===== src/design/wsfe_pkg.sv =====
// Shared types, widths and constants of the WebSocket frame encoder.
package wsfe_pkg;

    localparam int OPC_W  = 4;
    localparam int LEN_W  = 17;
    localparam int BYTE_W = 8;
    localparam int CNT_W  = 32;
    localparam int KEY_W  = 32;

    // Request kinds on the input channel
    typedef enum logic {
        REQ_START = 1'b0,
        REQ_BYTE  = 1'b1
    } t_req;

    // Result status codes
    typedef enum logic [1:0] {
        ST_OK       = 2'd0,
        ST_TOO_LONG = 2'd1,
        ST_NO_ROOM  = 2'd2,
        ST_NO_FRAME = 2'd3
    } t_status;

    localparam logic [BYTE_W-1:0] FIN_BIT   = 8'h80;
    localparam logic [BYTE_W-1:0] MASK_BIT  = 8'h80;
    localparam logic [6:0]        LEN_EXT16 = 7'd126;
    localparam logic [3:0]        HDR_SHORT = 4'd6;
    localparam logic [3:0]        HDR_LONG  = 4'd8;

endpackage


===== src/design/wsfe_in_if.sv =====
// Request channel: frame start or payload byte, valid/ready handshake.
interface wsfe_in_if;
    logic                              valid;
    logic                              ready;
    wsfe_pkg::t_req                    req_type;
    logic [wsfe_pkg::OPC_W-1:0]        frame_opcode;
    logic [wsfe_pkg::LEN_W-1:0]        frame_len;
    logic [wsfe_pkg::LEN_W-1:0]        out_capacity;
    logic [wsfe_pkg::BYTE_W-1:0]       payload_byte;

    modport source (
        output valid, req_type, frame_opcode, frame_len, out_capacity, payload_byte,
        input  ready
    );
    modport sink (
        input  valid, req_type, frame_opcode, frame_len, out_capacity, payload_byte,
        output ready
    );
endinterface


===== src/design/wsfe_out_if.sv =====
// Result channel: emitted frame byte with status, valid/ready handshake.
interface wsfe_out_if;
    logic                              valid;
    logic                              ready;
    logic [wsfe_pkg::BYTE_W-1:0]       out_byte;
    logic                              item_last;
    logic                              frame_end;
    wsfe_pkg::t_status                 status;
    logic [wsfe_pkg::CNT_W-1:0]        sent_total;

    modport source (
        output valid, out_byte, item_last, frame_end, status, sent_total,
        input  ready
    );
    modport sink (
        input  valid, out_byte, item_last, frame_end, status, sent_total,
        output ready
    );
endinterface


===== src/design/websocket_frame_encoder.sv =====
// Client-side WebSocket frame encoder: header builder and payload masker.
//
// A start beat produces the frame header one byte per cycle while the sink
// takes results: 6 bytes for a payload under 126 bytes, 8 bytes with the
// 16-bit extended length, or a single error result when the length is 65536
// or more or the frame does not fit the given capacity. A payload beat
// produces one masked byte, so payload streams at one beat per clock while
// the sink takes each result. The one result register carries one byte at
// a time, while the item register holds the start beat and steps a header
// byte index. The next request is taken in the cycle its predecessor's last
// result is loaded, and a result waiting in the output register does not
// block that load once the sink takes it. The user must write the mask key
// through i_cfg_we / i_cfg_wdata while the block is idle (not enforced).
module websocket_frame_encoder (
    input  logic                           i_clk,
    input  logic                           i_rst_n,
    input  logic                           i_cfg_we,
    input  logic [wsfe_pkg::KEY_W-1:0]     i_cfg_wdata,
    wsfe_in_if.sink                        i_req,
    wsfe_out_if.source                     o_res
);

    // Item register
    logic                              r_s1_valid;
    wsfe_pkg::t_req                    r_s1_req;
    logic [wsfe_pkg::OPC_W-1:0]        r_s1_opc;
    logic [wsfe_pkg::LEN_W-1:0]        r_s1_len;
    logic [wsfe_pkg::LEN_W-1:0]        r_s1_cap;
    logic [wsfe_pkg::BYTE_W-1:0]       r_s1_pb;
    logic [2:0]                        r_idx;

    // Frame state
    logic [wsfe_pkg::KEY_W-1:0]        r_mask_key;
    logic                              r_open;
    logic [15:0]                       r_left;
    logic [1:0]                        r_phase;
    logic [wsfe_pkg::CNT_W-1:0]        r_sent;

    // Result register
    logic                              r_out_valid;
    logic [wsfe_pkg::BYTE_W-1:0]       r_out_byte;
    logic                              r_out_last;
    logic                              r_out_fend;
    wsfe_pkg::t_status                 r_out_status;
    logic [wsfe_pkg::CNT_W-1:0]        r_out_sent;

    // Next values
    logic                              n_open;
    logic [15:0]                       n_left;
    logic [1:0]                        n_phase;
    logic [wsfe_pkg::CNT_W-1:0]        n_sent;

    logic                              w_load;
    logic                              w_accept;
    logic                              w_item_done;
    logic                              w_long;
    logic                              w_too_long;
    logic                              w_no_room;
    logic [2:0]                        w_last_idx;
    logic [wsfe_pkg::LEN_W:0]          w_frame_total;
    logic [1:0]                        w_key_sel;
    logic [wsfe_pkg::BYTE_W-1:0]       w_key_byte;
    logic [wsfe_pkg::BYTE_W-1:0]       w_hdr_byte;
    logic [wsfe_pkg::BYTE_W-1:0]       w_byte;
    logic                              w_last;
    logic                              w_fend;
    wsfe_pkg::t_status                 w_status;

    // Handshake
    assign w_load      = r_s1_valid && (!r_out_valid || o_res.ready);
    assign w_item_done = w_load && w_last;
    assign i_req.ready = !r_s1_valid || w_item_done;
    assign w_accept    = i_req.valid && i_req.ready;

    // Frame checks on the held start beat
    assign w_long        = (r_s1_len >= {10'd0, wsfe_pkg::LEN_EXT16});
    assign w_too_long    = r_s1_len[wsfe_pkg::LEN_W-1];
    assign w_frame_total = {1'b0, r_s1_len}
                         + {{(wsfe_pkg::LEN_W-3){1'b0}},
                            (w_long ? wsfe_pkg::HDR_LONG : wsfe_pkg::HDR_SHORT)};
    assign w_no_room     = (w_frame_total > {1'b0, r_s1_cap});
    assign w_last_idx    = w_long ? 3'd7 : 3'd5;

    // Pick a key byte, most significant first
    always_comb begin
        if (r_s1_req == wsfe_pkg::REQ_BYTE) begin
            w_key_sel = r_phase;
        end else if (w_long) begin
            w_key_sel = r_idx[1:0];
        end else begin
            w_key_sel = r_idx[1:0] - 2'd2;
        end
        case (w_key_sel)
            2'd0:    w_key_byte = r_mask_key[31:24];
            2'd1:    w_key_byte = r_mask_key[23:16];
            2'd2:    w_key_byte = r_mask_key[15:8];
            default: w_key_byte = r_mask_key[7:0];
        endcase
    end

    // Header byte at the current index
    always_comb begin
        case (r_idx)
            3'd0:    w_hdr_byte = wsfe_pkg::FIN_BIT | {4'd0, r_s1_opc};
            3'd1:    w_hdr_byte = w_long ? (wsfe_pkg::MASK_BIT | {1'b0, wsfe_pkg::LEN_EXT16})
                                         : (wsfe_pkg::MASK_BIT | {1'b0, r_s1_len[6:0]});
            3'd2:    w_hdr_byte = w_long ? r_s1_len[15:8] : w_key_byte;
            3'd3:    w_hdr_byte = w_long ? r_s1_len[7:0]  : w_key_byte;
            default: w_hdr_byte = w_key_byte;
        endcase
    end

    // Result and next frame state for the held beat
    always_comb begin
        w_byte   = '0;
        w_last   = 1'b1;
        w_fend   = 1'b0;
        w_status = wsfe_pkg::ST_OK;
        n_open   = r_open;
        n_left   = r_left;
        n_phase  = r_phase;
        n_sent   = r_sent;
        if (r_s1_req == wsfe_pkg::REQ_START) begin
            if (w_too_long) begin
                w_status = wsfe_pkg::ST_TOO_LONG;
                n_open   = 1'b0;
            end else if (w_no_room) begin
                w_status = wsfe_pkg::ST_NO_ROOM;
                n_open   = 1'b0;
            end else begin
                w_byte = w_hdr_byte;
                w_last = (r_idx == w_last_idx);
                w_fend = w_last && (r_s1_len[15:0] == 16'd0);
                n_sent = r_sent + 32'd1;
                if (w_last) begin
                    n_open  = (r_s1_len[15:0] != 16'd0);
                    n_left  = r_s1_len[15:0];
                    n_phase = 2'd0;
                end
            end
        end else if (!r_open) begin
            w_status = wsfe_pkg::ST_NO_FRAME;
        end else begin
            w_byte  = r_s1_pb ^ w_key_byte;
            n_left  = r_left - 16'd1;
            w_fend  = (n_left == 16'd0);
            n_open  = !w_fend;
            n_phase = r_phase + 2'd1;
            n_sent  = r_sent + 32'd1;
        end
    end

    // Control registers
    always_ff @(posedge i_clk) begin
        if (!i_rst_n) begin
            r_s1_valid  <= 1'b0;
            r_idx       <= '0;
            r_mask_key  <= '0;
            r_open      <= 1'b0;
            r_left      <= '0;
            r_phase     <= '0;
            r_sent      <= '0;
            r_out_valid <= 1'b0;
        end else begin
            if (i_cfg_we) begin
                r_mask_key <= i_cfg_wdata;
            end
            // Advance the item register
            if (w_accept) begin
                r_s1_valid <= 1'b1;
                r_idx      <= '0;
            end else if (w_item_done) begin
                r_s1_valid <= 1'b0;
            end else if (w_load) begin
                r_idx <= r_idx + 3'd1;
            end
            // Commit frame state with each result
            if (w_load) begin
                r_open  <= n_open;
                r_left  <= n_left;
                r_phase <= n_phase;
                r_sent  <= n_sent;
            end
            // Hold or drop the result beat
            if (w_load) begin
                r_out_valid <= 1'b1;
            end else if (o_res.ready) begin
                r_out_valid <= 1'b0;
            end
        end
    end

    // Payload registers
    always_ff @(posedge i_clk) begin
        if (w_accept) begin
            r_s1_req <= i_req.req_type;
            r_s1_opc <= i_req.frame_opcode;
            r_s1_len <= i_req.frame_len;
            r_s1_cap <= i_req.out_capacity;
            r_s1_pb  <= i_req.payload_byte;
        end
        if (w_load) begin
            r_out_byte   <= w_byte;
            r_out_last   <= w_last;
            r_out_fend   <= w_fend;
            r_out_status <= w_status;
            r_out_sent   <= n_sent;
        end
    end

    assign o_res.valid      = r_out_valid;
    assign o_res.out_byte   = r_out_byte;
    assign o_res.item_last  = r_out_last;
    assign o_res.frame_end  = r_out_fend;
    assign o_res.status     = r_out_status;
    assign o_res.sent_total = r_out_sent;

`ifndef NO_ASSERTIONS
    // Error results are single, empty and never close a frame on the wire
    a_error_shape: assert property (@(posedge i_clk) disable iff (!i_rst_n)
        (r_out_valid && r_out_status != wsfe_pkg::ST_OK)
        |-> (r_out_last && !r_out_fend && r_out_byte == '0))
        else $error("error result with data, frame end or not last");

    // Frame end only on the last result of a beat
    a_fend_last: assert property (@(posedge i_clk) disable iff (!i_rst_n)
        (r_out_valid && r_out_fend) |-> r_out_last)
        else $error("frame end on a result that is not last");

    // Every good result advances the byte count by one
    a_count_step: assert property (@(posedge i_clk) disable iff (!i_rst_n)
        (w_load && w_status == wsfe_pkg::ST_OK)
        |=> (r_sent == $past(r_sent) + 32'd1))
        else $error("byte count did not advance on a good result");

    // A short header never steps past its sixth byte
    a_short_idx: assert property (@(posedge i_clk) disable iff (!i_rst_n)
        (r_s1_valid && r_s1_req == wsfe_pkg::REQ_START && !w_long) |-> (r_idx < 3'd6))
        else $error("short header index out of range");

    // An empty item register always takes a request
    a_ready_empty: assert property (@(posedge i_clk) disable iff (!i_rst_n)
        !r_s1_valid |-> i_req.ready)
        else $error("request stalled with an empty item register");
`endif

endmodule

===== src/flat_wrapper.sv =====
// flat-port wrapper written by rule: the top's interface ports become plain ports
module websocket_frame_encoder_flat 
  (i_clk, i_rst_n, i_cfg_we, i_cfg_wdata, i_req_valid, i_req_req_type, i_req_frame_opcode, i_req_frame_len, i_req_out_capacity, i_req_payload_byte, i_req_ready, o_res_valid, o_res_out_byte, o_res_item_last, o_res_frame_end, o_res_status, o_res_sent_total, o_res_ready);
  wsfe_in_if i_req_i ();
  wsfe_out_if o_res_i ();
  input  logic i_clk;
  input  logic i_rst_n;
  input  logic i_cfg_we;
  input  logic [wsfe_pkg::KEY_W-1:0] i_cfg_wdata;
  input wire logic [$bits(i_req_i.valid)-1:0] i_req_valid;
  input wire logic [$bits(i_req_i.req_type)-1:0] i_req_req_type;
  input wire logic [$bits(i_req_i.frame_opcode)-1:0] i_req_frame_opcode;
  input wire logic [$bits(i_req_i.frame_len)-1:0] i_req_frame_len;
  input wire logic [$bits(i_req_i.out_capacity)-1:0] i_req_out_capacity;
  input wire logic [$bits(i_req_i.payload_byte)-1:0] i_req_payload_byte;
  output wire logic [$bits(i_req_i.ready)-1:0] i_req_ready;
  output wire logic [$bits(o_res_i.valid)-1:0] o_res_valid;
  output wire logic [$bits(o_res_i.out_byte)-1:0] o_res_out_byte;
  output wire logic [$bits(o_res_i.item_last)-1:0] o_res_item_last;
  output wire logic [$bits(o_res_i.frame_end)-1:0] o_res_frame_end;
  output wire logic [$bits(o_res_i.status)-1:0] o_res_status;
  output wire logic [$bits(o_res_i.sent_total)-1:0] o_res_sent_total;
  input wire logic [$bits(o_res_i.ready)-1:0] o_res_ready;
  assign i_req_i.valid = i_req_valid;
  assign i_req_i.req_type = i_req_req_type;
  assign i_req_i.frame_opcode = i_req_frame_opcode;
  assign i_req_i.frame_len = i_req_frame_len;
  assign i_req_i.out_capacity = i_req_out_capacity;
  assign i_req_i.payload_byte = i_req_payload_byte;
  assign i_req_ready = i_req_i.ready;
  assign o_res_valid = o_res_i.valid;
  assign o_res_out_byte = o_res_i.out_byte;
  assign o_res_item_last = o_res_i.item_last;
  assign o_res_frame_end = o_res_i.frame_end;
  assign o_res_status = o_res_i.status;
  assign o_res_sent_total = o_res_i.sent_total;
  assign o_res_i.ready = o_res_ready;
  websocket_frame_encoder u_core (.i_clk(i_clk), .i_rst_n(i_rst_n), .i_cfg_we(i_cfg_we), .i_cfg_wdata(i_cfg_wdata), .i_req(i_req_i), .o_res(o_res_i));
endmodule

===== config.mk =====
export PLATFORM = sky130hd
export DESIGN_NAME = websocket_frame_encoder_flat
export DESIGN_NICKNAME = d
export VERILOG_FILES = /design/src/design/wsfe_pkg.sv /design/src/design/wsfe_in_if.sv /design/src/design/wsfe_out_if.sv /design/src/design/websocket_frame_encoder.sv /design/src/flat_wrapper.sv
export SDC_FILE = /design/constraint.sdc
export NUM_CORES = 1
export LEC_CHECK = 0
export ABC_AREA = 1
export BUFFER_PORTS_ARGS = -buffer_cell sky130_fd_sc_hd__buf_2
export CORE_UTILIZATION = 53
export DETAILED_ROUTE_END_ITERATION = 12
export PLACE_DENSITY = 0.77
export SKIP_CTS_REPAIR_TIMING = 1
export SLEW_MARGIN = 10
export SYNTH_ARGS = -nofsm -noshare
export SYNTH_HDL_FRONTEND = slang
export SYNTH_SLANG_ARGS = --single-unit
export TNS_END_PERCENT = 100

===== constraint.sdc =====
create_clock -name i_clk -period 5.5 [get_ports i_clk]
set_input_delay 1.1 -clock i_clk [delete_from_list [all_inputs] [get_ports i_clk]]
set_output_delay 1.1 -clock i_clk [all_outputs]
set_load 0.005 [all_outputs]

==> implementation parameters <==
Parameter                              Value

GRT
  Initial antenna violation count    1
  Total global routing track utilization    25.5%
  Global-route congestion overflow total    0
  Maximum number of pins on one net before global-route repair    58
  Via count of the first global-routing pass    ~8100
  Global-route wire length before repair    between 30 and 40 mm

Yosys
  Largest area contributor in the synthesized netlist    edfxtp_1
  Mapped Avg Cell Area    approximately 7.9 um^2
  Count of flip-flops with a built-in enable after synthesis    91
  Cell variety after synth    47
  Sequential-to-total area share from yosys stat    44.5%
  Most area-consuming cells after synthesis    edfxtp_1, dfxtp_1, nand2_1
  Top_reg_cell synth    edfxtp_1
  Async set-reset flop share out of synthesis    0%
  Cell area after technology mapping    just over 0.01 mm^2
  Warning count from the yosys run    0
  Post-synthesis register bit count    ~180
  Synthesized net count    1387
  Area share of the largest cell type after synthesis    between 20% and 30%
  Synthesized instance count    ~1300

Clocking
  Clock-pin slew on the worst setup and hold paths    approximately 0.07 ns
  Clock sinks    between 150 and 200
  TritonCTS clock tree    done
  Count of H-tree levels built during CTS    4
  Clock latency on the worst-skew pair    ~0.44 ns
  Number of buffers inserted during clock tree synthesis    17
  Clock tree buffer depth    2
  Root buffer cell    clkbuf_16

Routing
  Highest layer used for signal routing    met4
  1st-pass router iterations    5
  Met3 wire len    ~1.7 mm
  Detailed-route wire length    between 20 and 25 mm
  Post-DR vias/cell    roughly 5.4
  Length of routed met2 wiring    11.7 mm
  Violation count after the first detailed-route iteration    725
  Routed Antenna Nets    0
  Avg WL per Cell    15.1 um
  DRC errors left    0
  Via count    8987
  M1 WL    around 11 mm

Setup path
  CP max stage delay    ~0.44 ns
  Crit-path leading delay family    simple AND/OR/NAND/NOR gates
  Worst path buffer plus inverter count    4
  Kind of end point of the critical path    primary output
  Critical path fanouts, max    5
  Worst Path Required    4.40 ns
  Most prevalent standard cell on the critical path    nand2_1
  Slowest library cell on the worst path    edfxtp_1
  WP data arrival    between 4 and 5 ns
  Category of the worst setup path launch point    register
  Critical path type    register to primary output

Floorplan
  Chip Height    roughly 140 um
  Cell row count    50
  Full die area    slightly below 0.02 mm^2
  Number of placed I/O pins    130
  Starting Density    approximately 54%
  Core ar.    between 0.015 and 0.02 mm^2
  Die Wd    ~140 um

Finish
  Fraction of final layout cells with drive strength greater than 1    20.7%
  Post-route cell area    approximately 0.012 mm^2
  Layout filler cell count    between 1500 and 2000
  Net total in the final layout    1527
  Growth of design area from synthesis to finish    17.2%

Place
  Dpl cell area    ~0.011 mm^2
  HPWL reported at the end of detailed placement    17.4 mm
  Post-placement worst setup slack    approximately 0.11 ns
  Count of port buffers added during placement    around 130
  Weighted congestion reported at the end of routability-driven placement    around 0.91

Timing
  Final setup violation count    1
  Max transition margin    a little over a third
  Post-route clock skew    approximately 0.012 ns
  Worst Setup Slack, final    -0.167 ns
  Hold Fails Final Rpt    0
  Total Neg Setup Slack    -0.167 ns
  Final min period    ~5.7 ns
  Fin Hold WS    between 0.4 and 0.5 ns
  RSZ-0062 raised after global routing    true
  Final-report max-slew violation count    0
  Final critical-path share of the clock period    103%
  Slew at the pin closest to its max-slew limit    between 0.9 and 1 ns
  Top achievable clock speed    about 180 MHz

Hold path
  Path category of the worst min-delay check    register to register

Flow run
  Max capacitance violation total    0

Run status
  Status    complete, but fails checks
  Failing checks    setup timing

Pwr
  Power density over the cells    roughly 280 mW/mm^2
  Worst IR drop on VDD    around 220 uV
  Pleak    0.00559 uW
[metal layers]
metal  vias to the layer above  GRT usage [%]
met2                       351           42.0
met5                         -              0
met4                         0           8.50
met1                      4145           34.4
li1                       4441              -
met3                        50           3.93
[placed cells by master (no fill, tap or decap), types with 8 or more instances in the layout]
cell	n
nand2_1	258
ha_1	27
inv_2	12
o21ai_2	12
a21oi_1	64
clkbuf_16	18
nor2_1	108
nor3_1	8
o21ai_1	20
nand3_1	90
inv_1	175
nand3b_1	8
buf_2	129
edfxtp_1	91
nor2_4	9
a22oi_1	8
o22ai_1	11
buf_4	36
o21ai_0	79
nand4_1	29
nand2_2	19
dfxtp_1	88
xor2_1	50
[sequential cells by signal, indices dropped and copies added (netlist names)]
signal                   cells
u_core.r_phase               2
u_core.o_res.sent_total     32
u_core.o_res.item_last       1
u_core.o_res.frame_end       1
u_core.r_s1_valid            1
u_core.r_mask_key           32
u_core.r_s1_len             17
u_core.r_idx                 3
u_core.r_s1_cap             17
u_core.r_open                1
u_core.r_s1_opc              4
u_core.o_res.valid           1
u_core.r_s1_req              1
u_core.o_res.status          2
u_core.o_res.out_byte        8
u_core.r_sent               32
u_core.r_s1_pb               8
u_core.r_left               16
[synthesized netlist by cell type (2+ instances only)]
| cell type | n |
|---|---|
| nor2_2 | 7 |
| nor4_1 | 8 |
| edfxtp_1 | 91 |
| nand3_1 | 91 |
| xor2_1 | 50 |
| ha_1 | 31 |
| o21ai_1 | 20 |
| nand4_1 | 29 |
| nor2_4 | 4 |
| clkbuf_1 | 25 |
| inv_1 | 183 |
| nor3_1 | 8 |
| dfxtp_1 | 88 |
| nor2_1 | 112 |
| clkinv_1 | 2 |
| nand2_1 | 265 |
| a21oi_2 | 2 |
| nand3b_1 | 8 |
| nand3_4 | 2 |
| nor3_4 | 4 |
| buf_4 | 2 |
| inv_2 | 4 |
| buf_2 | 9 |
| nand3_2 | 6 |
| nand2_2 | 13 |
| buf_6 | 5 |
| buf_1 | 5 |
| a21oi_1 | 65 |
| a22oi_1 | 8 |
| nand2_4 | 6 |
| or2_2 | 3 |
| o21ai_0 | 80 |
| o22ai_1 | 11 |
| o21ai_2 | 11 |
[power breakdown]
group,internal (uW),switching [uW]
registers,1520,67.0
logic,198,353
clock network,645,565
total,2360,985
[tightest hold or removal path, stage by stage (launching register included)]
cell and delay (ns):
dfxtp_1 0.30, inv_1 0.06, a21oi_1 0.06
[per-stage QoR]
step	utilization (%)	std cells	total power (uW)
after floorplan	-	1271	1960
after global placement	58.3	1600	2120
after detailed placement	58.3	1600	2130
after CTS	61.4	1632	3320
after global routing	63.2	1658	3490
final	63.2	1659	3340
[cell type report]
| cell class | instances | area (um^2) | share of cell area, % |
|---|---|---|---|
| multi-input cells | 857 | 4810 | 40.6 |
| flip-flops and latches | 179 | 4490 | 38.0 |
| repair buffers | 166 | 936 | 7.91 |
| inverters | 190 | 716 | 6.05 |
| clock buffers | 18 | 450 | 3.81 |
| well taps | 234 | 293 | 2.48 |
| clock inverters | 14 | 131 | 1.11 |
| diodes | 1 | 2.50 | 0.0212 |
[cell families after synthesis]
logic type	synth area share, %
AO/OA/AOI/OAI	10.9
XOR/XNOR	4.43
adder cells (fa/ha/maj)	4.04
buffers and inverters	9.36
flip-flops	44.5
multiplexers	0.0992
AND/OR/NAND/NOR	26.7
[worst paths after layout]
kind	start	endpoint	slack [ns]	cells past startpoint
worst min-delay path	u_core.r_mask_key[21]	u_core.r_mask_key[21]	0.46	2
worst min register to register	u_core.r_mask_key[21]	u_core.r_mask_key[21]	0.46	2
worst max-delay path	u_core.r_s1_len[2]	i_req_ready	-0.17	30
worst max register to register	u_core.r_s1_len[2]	u_core.r_s1_cap[14]	0.62	33
Note: power is estimated with default switching activity, not from simulation.
